**config.mk**
```make
export PLATFORM = sky130hd
export DESIGN_NAME = tdr_alu
export DESIGN_NICKNAME = d
export VERILOG_FILES = /design/src/rtl/tdr_pkg.sv /design/src/rtl/tdr_alu.sv
export SDC_FILE = /design/constraint.sdc
export NUM_CORES = 1
export LEC_CHECK = 0
export CORE_MARGIN = 2
export CORE_UTILIZATION = 25
export CTS_BUF_LIST = sky130_fd_sc_hd__clkbuf_16
export DETAILED_ROUTE_END_ITERATION = 10
export DONT_BUFFER_PORTS = 1
export PLACE_DENSITY = 0.47
export SLEW_MARGIN = 20
export SYNTH_ARGS = -nofsm -noshare
export SYNTH_HDL_FRONTEND = slang
export SYNTH_SLANG_ARGS = --single-unit
```
**constraint.sdc**
```tcl
create_clock -name clk -period 16.5 [get_ports clk]
set_input_delay 3.3 -clock clk [delete_from_list [all_inputs] [get_ports clk]]
set_output_delay 3.3 -clock clk [all_outputs]
set_load 0.01 [all_outputs]
```
**src/rtl/tdr_pkg.sv**
```systemverilog
// Shared constants, types and a helper function for the triangle depth rasterizer.
// Used by the arithmetic unit, the top level and the testbench.
`default_nettype none

package tdr_pkg;

  localparam int FRAME_WIDTH  = 512;
  localparam int FRAME_HEIGHT = 512;
  localparam int DEPTH        = FRAME_WIDTH * FRAME_HEIGHT;
  localparam int COL_W        = $clog2(FRAME_WIDTH);
  localparam int ROW_W        = $clog2(FRAME_HEIGHT);
  localparam int ADDR_W       = $clog2(DEPTH);
  localparam int LIMW_W       = $clog2(FRAME_WIDTH + 1);
  localparam int LIMH_W       = $clog2(FRAME_HEIGHT + 1);

  localparam logic [31:0] FAR_DEPTH = 32'hFFFF_FFFF;
  localparam logic [18:0] COUNT_MAX = 19'h7FFFF;
  localparam logic [16:0] ONE_Q16   = 17'h10000;

  localparam logic [1:0] CMD_CLEAR  = 2'd0;
  localparam logic [1:0] CMD_DRAW   = 2'd1;
  localparam logic [1:0] CMD_READ   = 2'd2;
  localparam logic [1:0] CMD_UNUSED = 2'd3;

  localparam logic [1:0] CFG_WIDTH  = 2'd0;
  localparam logic [1:0] CFG_HEIGHT = 2'd1;

  typedef logic signed [63:0] wide_t;

  typedef enum logic [1:0] {
    ALU_MUL = 2'b01,
    ALU_DIV = 2'b10
  } alu_op_t;

  typedef struct packed {
    logic    start;
    alu_op_t op;
    wide_t   a;
    wide_t   b;
  } alu_req_t;

  typedef struct packed {
    logic  done;
    wide_t result;
  } alu_rsp_t;

  // Division by 65536 with truncation toward zero.
  function automatic wide_t trunc_q16(input wide_t v);
    wide_t adj;
    adj = v[63] ? v + 64'sd65535 : v;
    return adj >>> 16;
  endfunction

endpackage

`default_nettype wire

```
**src/rtl/tdr_alu.sv**
```systemverilog
// Shared iterative arithmetic unit: 64-bit signed divide, one quotient bit per
// cycle, and 64 by 17 bit shift-add multiply. Depends on tdr_pkg.
`default_nettype none

module tdr_alu (
  input  wire logic              clk,
  input  wire logic              rst,
  input  wire tdr_pkg::alu_req_t req,
  output tdr_pkg::alu_rsp_t      rsp
);

  logic             busy;
  tdr_pkg::alu_op_t op_r;
  logic [6:0]       cnt;
  logic [63:0]      rem;
  logic [63:0]      quo;
  logic [63:0]      dmag;
  logic             neg;
  logic             zero_den;
  tdr_pkg::wide_t   mcand;
  logic [16:0]      mplier;
  tdr_pkg::wide_t   acc;
  logic             done_r;
  tdr_pkg::wide_t   res_r;

  logic [64:0]      rem_sh;
  logic [63:0]      rem_next;
  logic [63:0]      quo_next;
  tdr_pkg::wide_t   acc_next;

  always_comb begin
    rem_sh = {rem, quo[63]};
    if (rem_sh >= {1'b0, dmag}) begin
      rem_next = 64'(rem_sh - {1'b0, dmag});
      quo_next = {quo[62:0], 1'b1};
    end else begin
      rem_next = rem_sh[63:0];
      quo_next = {quo[62:0], 1'b0};
    end
    acc_next = mplier[0] ? acc + mcand : acc;
  end

  always_ff @(posedge clk) begin
    if (rst) begin
      busy   <= 1'b0;
      done_r <= 1'b0;
    end else begin
      done_r <= 1'b0;
      if (req.start) begin
        busy <= 1'b1;
        op_r <= req.op;
        cnt  <= '0;
        quo  <= req.a[63] ? 64'(-req.a) : 64'(req.a);
        dmag <= req.b[63] ? 64'(-req.b) : 64'(req.b);
        rem  <= '0;
        neg  <= req.a[63] ^ req.b[63];
        zero_den <= (req.b == 64'sd0);
        mcand  <= req.a;
        mplier <= req.b[16:0];
        acc    <= '0;
      end else if (busy) begin
        cnt <= cnt + 7'd1;
        if (op_r == tdr_pkg::ALU_DIV) begin
          rem <= rem_next;
          quo <= quo_next;
          if (cnt == 7'd63) begin
            busy   <= 1'b0;
            done_r <= 1'b1;
            if (zero_den) begin
              res_r <= '0;
            end else begin
              res_r <= neg ? -$signed(quo_next) : $signed(quo_next);
            end
          end
        end else begin
          acc    <= acc_next;
          mcand  <= mcand <<< 1;
          mplier <= mplier >> 1;
          if (cnt == 7'd16) begin
            busy   <= 1'b0;
            done_r <= 1'b1;
            res_r  <= acc_next;
          end
        end
      end
    end
  end

  assign rsp = '{done: done_r, result: res_r};

endmodule

`default_nettype wire

```
* Word-level counts from Yosys, hierarchy flattened *
Cells that the tools add are included.

storage, ports and cells
  input bits = 133
  register bits = 414
  logic and storage cells = 72

operators by class
  $lt $le $gt $ge = 1
  $add $sub $neg = 6
  multiplexer cells = 32
  equality and inequality tests = 5
  reductions and logical operators = 10
  bitwise operators = 4

operators with widths
  kind                                                              number
  64-bit 2-to-1 mux                                                 18
  64-bit negator                                                    3
  65-bit by 64-bit greater-or-equal comparator with 1-bit output    1
  64-bit adder                                                      1
  64-bit logical NOT                                                1
  64-bit subtractor                                                 1
  63-bit 2-to-1 mux                                                 1
  17-bit 2-to-1 mux                                                 3
  1-bit 2-to-1 mux                                                  9
  7-bit by 1-bit adder with 7-bit output (second input constant)    1
  7-bit by 5-bit == test with 1-bit output (second input constant)  1
  7-bit by 6-bit == test with 1-bit output (second input constant)  1
  7-bit 2-to-1 mux                                                  1
  3-bit AND reduction                                               2
  2-bit nonzero test                                                3
  5-bit AND reduction                                               1
  2-bit AND reduction                                               2
  1-bit inverter                                                    3
  3-bit OR reduction                                                1
  2-bit == test (second input constant)                             1
  2-bit by 1-bit != test with 1-bit output (second input constant)  1
  2-bit != test (second input constant)                             1
  1-bit XOR                                                         1

* Logic depth before layout (Yosys ltp) *
Gate-level depths: netlist (run 1).

  depth in word-level cells = 7
  mapped depth = 26

* Least setup slack after synthesis (run 1) *
Ideal clock, no wire load.

  path type = input -> register
  from = input port rst
  to = register acc[0] (enable)
  stages on the path = 2
  library setup time = 0.850 ns
  setup slack = 2.045 ns
  required time = 15.650 ns
  arrival time = 13.605 ns
  cells stage by stage = nand2b_1 > o21ai_0

between the ends
  cells in the longest elaborated chain, start to end = 2

RTL lines
  what                           RTL line       text
  start, declared                tdr_alu.sv:7   input wire logic rst,
  1-bit inverter (no line)       -
  3-bit AND reduction (no line)  -
  end signal, assigned           tdr_alu.sv:76  acc <= acc_next;
  end, declared                  tdr_alu.sv:22  tdr_pkg::wide_t acc;

No other way between the ends.
A chain may end at the register's enable or synchronous reset.

* Worst setup path in the final report (run 1) *
  from = register rem[5]
  to = register res_r[60], data pin

between the ends
  cells in the longest elaborated chain, start to end = 7

RTL lines
  what                                                            RTL line       text
  start, declared                                                 tdr_alu.sv:15  logic [63:0] rem;
  start signal, assigned                                          tdr_alu.sv:64  rem <= rem_next;
  65-bit by 64-bit greater-or-equal comparator with 1-bit output  tdr_alu.sv:33  if (rem_sh >= {1'b0, dmag}) begin
  1-bit 2-to-1 mux                                                tdr_alu.sv:33
  64-bit negator                                                  tdr_alu.sv:72  res_r <= neg ? -$signed(quo_next) : $signed(quo_next);
  64-bit 2-to-1 mux                                               tdr_alu.sv:72
  64-bit 2-to-1 mux                                               tdr_alu.sv:69  if (zero_den) begin
  64-bit 2-to-1 mux                                               tdr_alu.sv:66  if (cnt == 7'd63) begin
  64-bit 2-to-1 mux                                               tdr_alu.sv:63  if (op_r == tdr_pkg::ALU_DIV) begin
  end signal, assigned                                            tdr_alu.sv:72
  end signal, assigned                                            tdr_alu.sv:82  res_r <= acc_next;
  end, declared                                                   tdr_alu.sv:24  tdr_pkg::wide_t res_r;

No other way between the ends. The select of a mux whose other input is x is not followed.

==> impl_results.md, run 1 <==
- Status: finished clean
- Antenna violation net count after detailed routing: 0
- Setup bufs post-CTS: 0
- PwrDens: 106 nW/µm²
- XOR/XNOR share of the synthesized area: 8.87%
- Slowest-stage cell, CP: or4_1
- Main combinational cell family by area after synthesis: compound AO/OA/AOI/OAI gates
- Seq cells post-synth: 414
- IO Port Bufs: 0
- DR WL/cell: 20.7 µm
- DIE WIDTH: 342 µm
- CTS resizes: 0
- Final WL: 91,300 µm
- Clock Path Buffers: 3
- Hold_buf cts: 0
- 1st-pass router iterations: 5
- LEAKAGE: 11.4 nW
- Std-Cell Rows: 123
- Filler Cells Inserted: 12.0k
- Period Utilization, post-route: 43.4%
- Most frequent cells in the layout: edfxtp_1, a21oi_1, nor2_1
- Die height: 342 µm
- Via density: 5.06
- Multi-input gate area: 15,100 µm²
- Vias in the first global route: 22.0k
- RSZ-0062 raised after global routing: no
- Synth async-reset ratio: 0%
- Placed cells: 4,326
- Final count of negative-setup-slack endpoints: 0
- Iter 0 DRT Violations: 1,718
- Class of the tightest hold or removal check: reg2reg
- Hold_ws: 547 ps
- Post-synthesis sequential area ratio: 43.5%
- Post-route cell area: 31,800 µm²
- Crit path arrival time: 7550 ps
- Clk root buf: clkbuf_16
- Tot GR Track Use: 15.2%
- Final core occ: 28.1%
- Register area: 12,400 µm²
- Placed cell areas: 30,000 µm²
- Worst path cell trace: ha_1 > a21oi_1 > nor2_1 > o41ai_1 > a2111oi_0 > o21ai_0 > nand3_1 > a21oi_1 > nand2_2 > inv_2 > ha_1 > nand2b_1 > nor2_1 > nand4_1 > or4_1 > or3_1 > or3_1 > or4_1 > o31ai_2 > xnor2_1 > a22o_1 > a311o_1
- CP bufs+invs: 1
- Crit end category: flop
- Final Critical Period: 7160 ps
- GP Congestion: 0.861
- Largest net degree at the start of global routing: 349
- Share of cells above drive strength 1: 7.58%
- CTS tree: yes
- Worst Max-Slew Pin Slew: 1180 ps
- Dpl hpwl: 65,400 µm
- Simple-gate share of the synthesized area: 15.1%
- Worst-path clk slew: 60 ps
- Setup_tns: 0 ps
- Avg Synthesized Cell Area: 9.62 µm²
- Non-Filler Instances: 4,420
- Slew margin rel.: 21.2%
- Fraction of the mapped netlist area in compound gates: 18.1%
- GRT overflow: 0
- VDD IR max: 82.3 µV
- CP max stage delay: 580 ps
- CTS sink count: 414
- Distinct cell type count after synthesis: 80
- Top FF cell, synth: edfxtp_1
- CTS Buf Count: 53
- Post-Synthesis Cells: 2,967
- Element type at the critical path start: flop
- Most common cell after layout, fill and taps aside: edfxtp_1
- Post-synth EDFFs: 412
- Core area: 113,000 µm²
- Via count: 22.4k
- Synth Area in Adders: 5.92%
- Clock Skews: 30.4 ps
- Die area: 117,000 µm²
- Initial Utilization: 25.3%
- Area grow syn2layout: 11.3%
- Critical Path RT: 16,880 ps
- CP Class: reg2reg
- Nets: 3,148
- H-tree depth: 2
- Initial antenna violation count: 2
- Clock Latency Late Sink: 640 ps
- Syn_nets: 3,234
- Post-synthesis mux area share: 4.80%
- Cell family with most CP delay: simple AND/OR/NAND/NOR gates
- Yosys warnings: 0
- F_max: 140 MHz
- Slew Viols, Final: 0
- Mapped Area: 28,600 µm²
- First-pass GRT wire length: 138,000 µm
- DRC: 0
- CP max FO: 15
- Max Cap Viol: 0
- Fin. Hold Viols: 0
- IO Count: 198
-- metrics by stage --
stage | setup slack (ps) | total power [mW]
after floorplan | 2040 | 1.98
after global placement | 8830 | 2.18
after detailed placement | 8850 | 2.17
after CTS | 9190 | 3.41
after global routing | 8830 | 3.55
final | 9340 | 3.37
-- layer usage --
metal / global-route usage, % / part of all wire, %
met5: 0 / 0.014
met4: 4.77 / 2.9
met3: 3.78 / 7.1
met2: 24.0 / 45
met1: 20.3 / 45
-- logic make-up (layout without fill, tap and decap cells) --
group,count (synthesis),in the layout
AOI/OAI and AO/OA,824,824
DFF,414,414
other,0,3
buffers and inverters,283,233
muxes,127,127
xor gates and xnor gates,289,289
adders and majority gates,134,134
and+or+nand+nor,896,896
-- final timing paths --
| path | to | from | cells after the start | slack [ps] |
|---|---|---|---|---|
| min reg2reg | mplier[15] | mplier[16] | 1 | 550 |
| max | res_r[60] | rem[5] | 22 | 9340 |
| max reg2reg | res_r[60] | rem[5] | 22 | 9340 |
| min | mplier[15] | mplier[16] | 1 | 550 |
-- cells in the mapped netlist (5+ instances only) --
cell / count / share of area (%)
nor3_1: 67 / 1.2
and2_1: 7 / 0.15
mux2i_1: 47 / 1.6
a31oi_1: 17 / 0.37
o22ai_1: 53 / 1.2
a21boi_0: 7 / 0.18
o21ai_0: 158 / 2.8
nand2b_1: 24 / 0.53
or3_1: 38 / 0.83
o41ai_1: 32 / 0.98
nor4_1: 16 / 0.35
xnor2_1: 129 / 4.0
inv_1: 124 / 1.6
a21o_1: 63 / 1.7
buf_1: 7 / 0.092
o221ai_1: 5 / 0.15
clkbuf_1: 148 / 1.9
o21bai_1: 27 / 0.71
a311oi_1: 7 / 0.21
nor2b_1: 19 / 0.42
and4_1: 6 / 0.18
xor2_1: 160 / 4.9
nor2_1: 272 / 3.6
nand3_1: 67 / 1.2
or2_2: 10 / 0.22
ha_1: 132 / 5.8
o21a_1: 21 / 0.55
mux2_2: 80 / 3.2
a211oi_1: 18 / 0.47
nand2_1: 252 / 3.3
nand4_1: 35 / 0.77
a21oi_1: 284 / 5.0
edfxtp_1: 412 / 43
and3_1: 18 / 0.39
a2111oi_0: 8 / 0.25
o211ai_1: 14 / 0.37
or4_1: 31 / 0.82
o31ai_1: 62 / 1.6
-- registers in the layout, summed over array words and instances, names as in the netlist, 2 cells and up --
signal	cells
dmag	64
quo	64
res_r	64
cnt	7
rem	64
op_r	2
mcand	64
acc	64
mplier	17
-- power by group --
part | internal, mW | switching, mW | leakage (nW)
Sequential | 1.27 | 0.0487 | 3.92
Combinational | 0.324 | 0.513 | 6.64
Clock | 0.721 | 0.491 | 0.872
Total | 2.32 | 1.05 | 11.4
-- layout make-up --
type | count | area share (%)
timing repair buffer | 16 | 0.457
tap | 1500 | 5.91
clock buffer | 53 | 4.17
multi-input combinational | 2270 | 47.6
antenna | 3 | 0.0236
inverter | 126 | 1.49
clock inverter | 38 | 1.34
sequential | 414 | 39.1
No activity file was read; power rests on OpenSTA's default activity.
==> run 2, diff against run 1 <==
--- a/config.mk
+++ b/config.mk
@@ -5,6 +5,7 @@
 export SDC_FILE = /design/constraint.sdc
 export NUM_CORES = 1
 export LEC_CHECK = 0
+export ABC_AREA = 1
 export CORE_MARGIN = 2
 export CORE_UTILIZATION = 25
 export CTS_BUF_LIST = sky130_fd_sc_hd__clkbuf_16
==> constraint.sdc (replaced) <==
create_clock -name clk -period 7.3 [get_ports clk]
set_input_delay 1.46 -clock clk [delete_from_list [all_inputs] [get_ports clk]]
set_output_delay 1.46 -clock clk [all_outputs]
set_load 0.01 [all_outputs]
==> run 2 against run 1 <==
Compared with the run above: routed wire length up 42%; die area grew 9.5%; utilization up 0.071 points; critical path depth stayed put; count of clock-buffer cells in the layout increased by 1; sequential power increased by 130%; maximum frequency is 36% higher; worst setup slack lost 7300 ps; clock skew grew 12 ps; highest routed layer is now met4.
==> impl_results.md, run 2 <==
- DR WL/cell: 21.9 µm
- Max Cap Viol: 0
- Crit path arrival time: 5670 ps
- Synth cell count leaders: nand2_1, inv_1, nor2_1, o21ai_0, edfxtp_1
- Setup bufs post-CTS: 0
- Clk root buf: clkbuf_16
- Place WS: 2180 ps
- GP Congestion: 0.991
- RSZ-0062 raised after global routing: no
- Post-route cell area: 35,000 µm²
- Combinational Power Share: 27.1%
- First-pass GRT wire length: 185,000 µm
- LEAKAGE: 14.0 nW
- VDD IR max: 201 µV
- Synth async-reset ratio: 0%
- Worst Max-Slew Pin Slew: 1050 ps
- Antenna violation net count after detailed routing: 0
- Clock Path Buffers: 3
- Clk network pwr share: 35.1%
- Worst-path clk slew: 60 ps
- Post-synthesis sequential area ratio: 39.7%
- Seq cells post-synth: 414
- Dpl hpwl: 102,000 µm
- CTS sink count: 414
- Worst Min Path Start: mplier[4]
- Initial Utilization: 25.2%
- Std-Cell Rows: 129
- Critical Path RT: 7700 ps
- Iter 0 DRT Violations: 2,949
- R2R cell count: 22
- Mapped Area: 31,300 µm²
- Fin. Hold Viols: 0
- DRC: 0
- Clock Skews: 42.2 ps
- Distinct cell type count after synthesis: 61
- Count leader, synth: nand2_1
- IO Count: 198
- Area grow syn2layout: 11.7%
- Element type at the critical path start: flop
- Final core occ: 28.2%
- CP max FO: 55
- Initial antenna violation count: 6
- Die height: 358 µm
- Final setup margin: 2020 ps
- Slew Viols, Final: 0
- Vias in the first global route: 27.8k
- Period Utilization, post-route: 72.3%
- Setup_tns: 0 ps
- Tot GR Track Use: 19.6%
- Hold_buf cts: 0
- CTS tree: yes
- Die area: 128,000 µm²
- DIE WIDTH: 358 µm
- PwrDens: 227 nW/µm²
- Avg Synthesized Cell Area: 7.35 µm²
- 1st-pass router iterations: 6
- Sw Share: 35.1%
- Final Critical Period: 5280 ps
- Nets: 4,497
- CP Class: reg2reg
- Slew margin rel.: 29.4%
- Top FF cell, synth: edfxtp_1
- Power Internal: 5.14 mW
- CTS Buf Count: 54
- GRT overflow: 0
- Largest cells by area after synthesis: edfxtp_1, nand2_1, inv_1
- H-tree depth: 2
- IO Port Bufs: 0
- Crit end category: flop
- Via density: 4.98
- Status: finished clean
- Setup slack, reg-to-reg: 2020 ps
- Clock Latency Late Sink: 680 ps
- Switching power: 2.78 mW
- Final WL: 129,000 µm
- Syn_nets: 4,526
- Synth area leader: edfxtp_1
- Post-synth EDFFs: 412
- Reg power frac: 37.8%
- Post-Synthesis Cells: 4,259
- Class of the tightest hold or removal check: reg2reg
- Start of the worst register-to-register path: rem[23]
- Largest net degree at the start of global routing: 218
- Share of cells above drive strength 1: 4.73%
- Final count of negative-setup-slack endpoints: 0
- Synth top area share: 39.5%
- Hold EP: mplier[3]
- Most frequent cells in the layout: nand2_1, inv_1, nor2_1
- Yosys warnings: 0
- Core area: 124,000 µm²
- Hold-critical path depth: 2
- Placed cell areas: 33,200 µm²
- Via count: 29.5k
- Reg-to-Reg End: res_r[56]
- Most common cell after layout, fill and taps aside: nand2_1
- CTS resizes: 0
- F_max: 190 MHz
==> run 2: cell count changes in the layout (fill, tap and decap cells not counted), moves of 46 or more <==
cell,change
nand2_1,+684
inv_1,+465
o21ai_0,+269
nor2_1,+261
nand3_1,+157
mux2_2,-80
xor2_1,-76
xnor2_1,-65
a21o_1,-49
o31ai_1,-47
mux2i_1,-46
==> run 2: kinds of logic (layout without fill, tap and decap cells) <==
logic type               Yosys count  after routing  share of synthesized area (%)
AND/OR/NAND/NOR                 1949           1949                           26.3
AO/OA/AOI/OAI                    914            914                           15.9
buffers and inverters            699            712                           8.51
flip-flops                       414            414                           39.7
XOR/XNOR                         148            148                           4.14
adder cells (fa/ha/maj)          134            134                           5.41
multiplexers                       1              1                         0.0320
other                              0              6                              0
==> run 2: worst max-delay path, cell delays in order (launching register included) <==
cell and delay (ps):
edfxtp_1 390, ha_1 370, nand2_1 170, inv_1 50
a21oi_1 220, nand2_1 100, a21oi_1 170, nand3_2 230
nand2_2 180, nand2_4 310, inv_6 280, ha_1 230
nand4_1 170, nor2_1 220, nand2_1 200, nor2_2 140
nand4_1 230, nor2_2 250, nand3b_1 230, nand2_1 190
o21ai_0 190, o21ai_0 350, nand2_1 100
==> run 2: worst max-delay path by stage <==
stage,cells past startpoint,to,slack [ps],startpoint
5_1_grt,22,res_r[56],1610,rem[31]
2_1_floorplan,6,acc[0],650,req[130]
4_1_cts,22,res_r[56],2130,rem[31]
6_report,22,res_r[56],2020,rem[23]
3_5_place_dp,22,res_r[56],2180,rem[23]
3_3_place_gp,22,res_r[56],2250,rem[31]
==> run 2: metrics by stage <==
| step | total power [mW] | std cells | hold WS [ps] |
|---|---|---|---|
| after floorplan | 4.49 | 4259 | 487 |
| after global placement | 5.16 | 5811 | 503 |
| after detailed placement | 5.16 | 5811 | 510 |
| after CTS | 7.98 | 5909 | 517 |
| after global routing | 8.34 | 5909 | 528 |
| final | 7.92 | 5915 | 522 |
==> run 2: power groups by stage <==
stage               clock network, mW  registers, mW  logic [mW]
floorplan                           0           3.00        1.49
global placement                    0           3.04        2.12
detailed placement                  0           3.04        2.12
CTS                              2.86           2.99        2.13
global route                     2.94           3.01        2.39
finish                           2.78           2.99        2.15
==> run 2: cell type report <==
class                   instances  area, µm²
repair buffers                 24        193
flip-flops and latches        414      12400
multi-input cells            3146      16300
fillers                     13711      89000
clock buffers                  54       1350
well taps                    1637       2050
diodes                          6       15.0
inverters                     590       2220
clock inverters                44        442
==> run 2: per-layer routing <==
metal	vias to the layer above	track usage, %	wire length, µm
li1	14333	-	-
met1	13897	26.6	57600
met2	1072	29.4	54400
met3	159	5.92	12700
met4	0	6.79	4610
met5	-	0	0
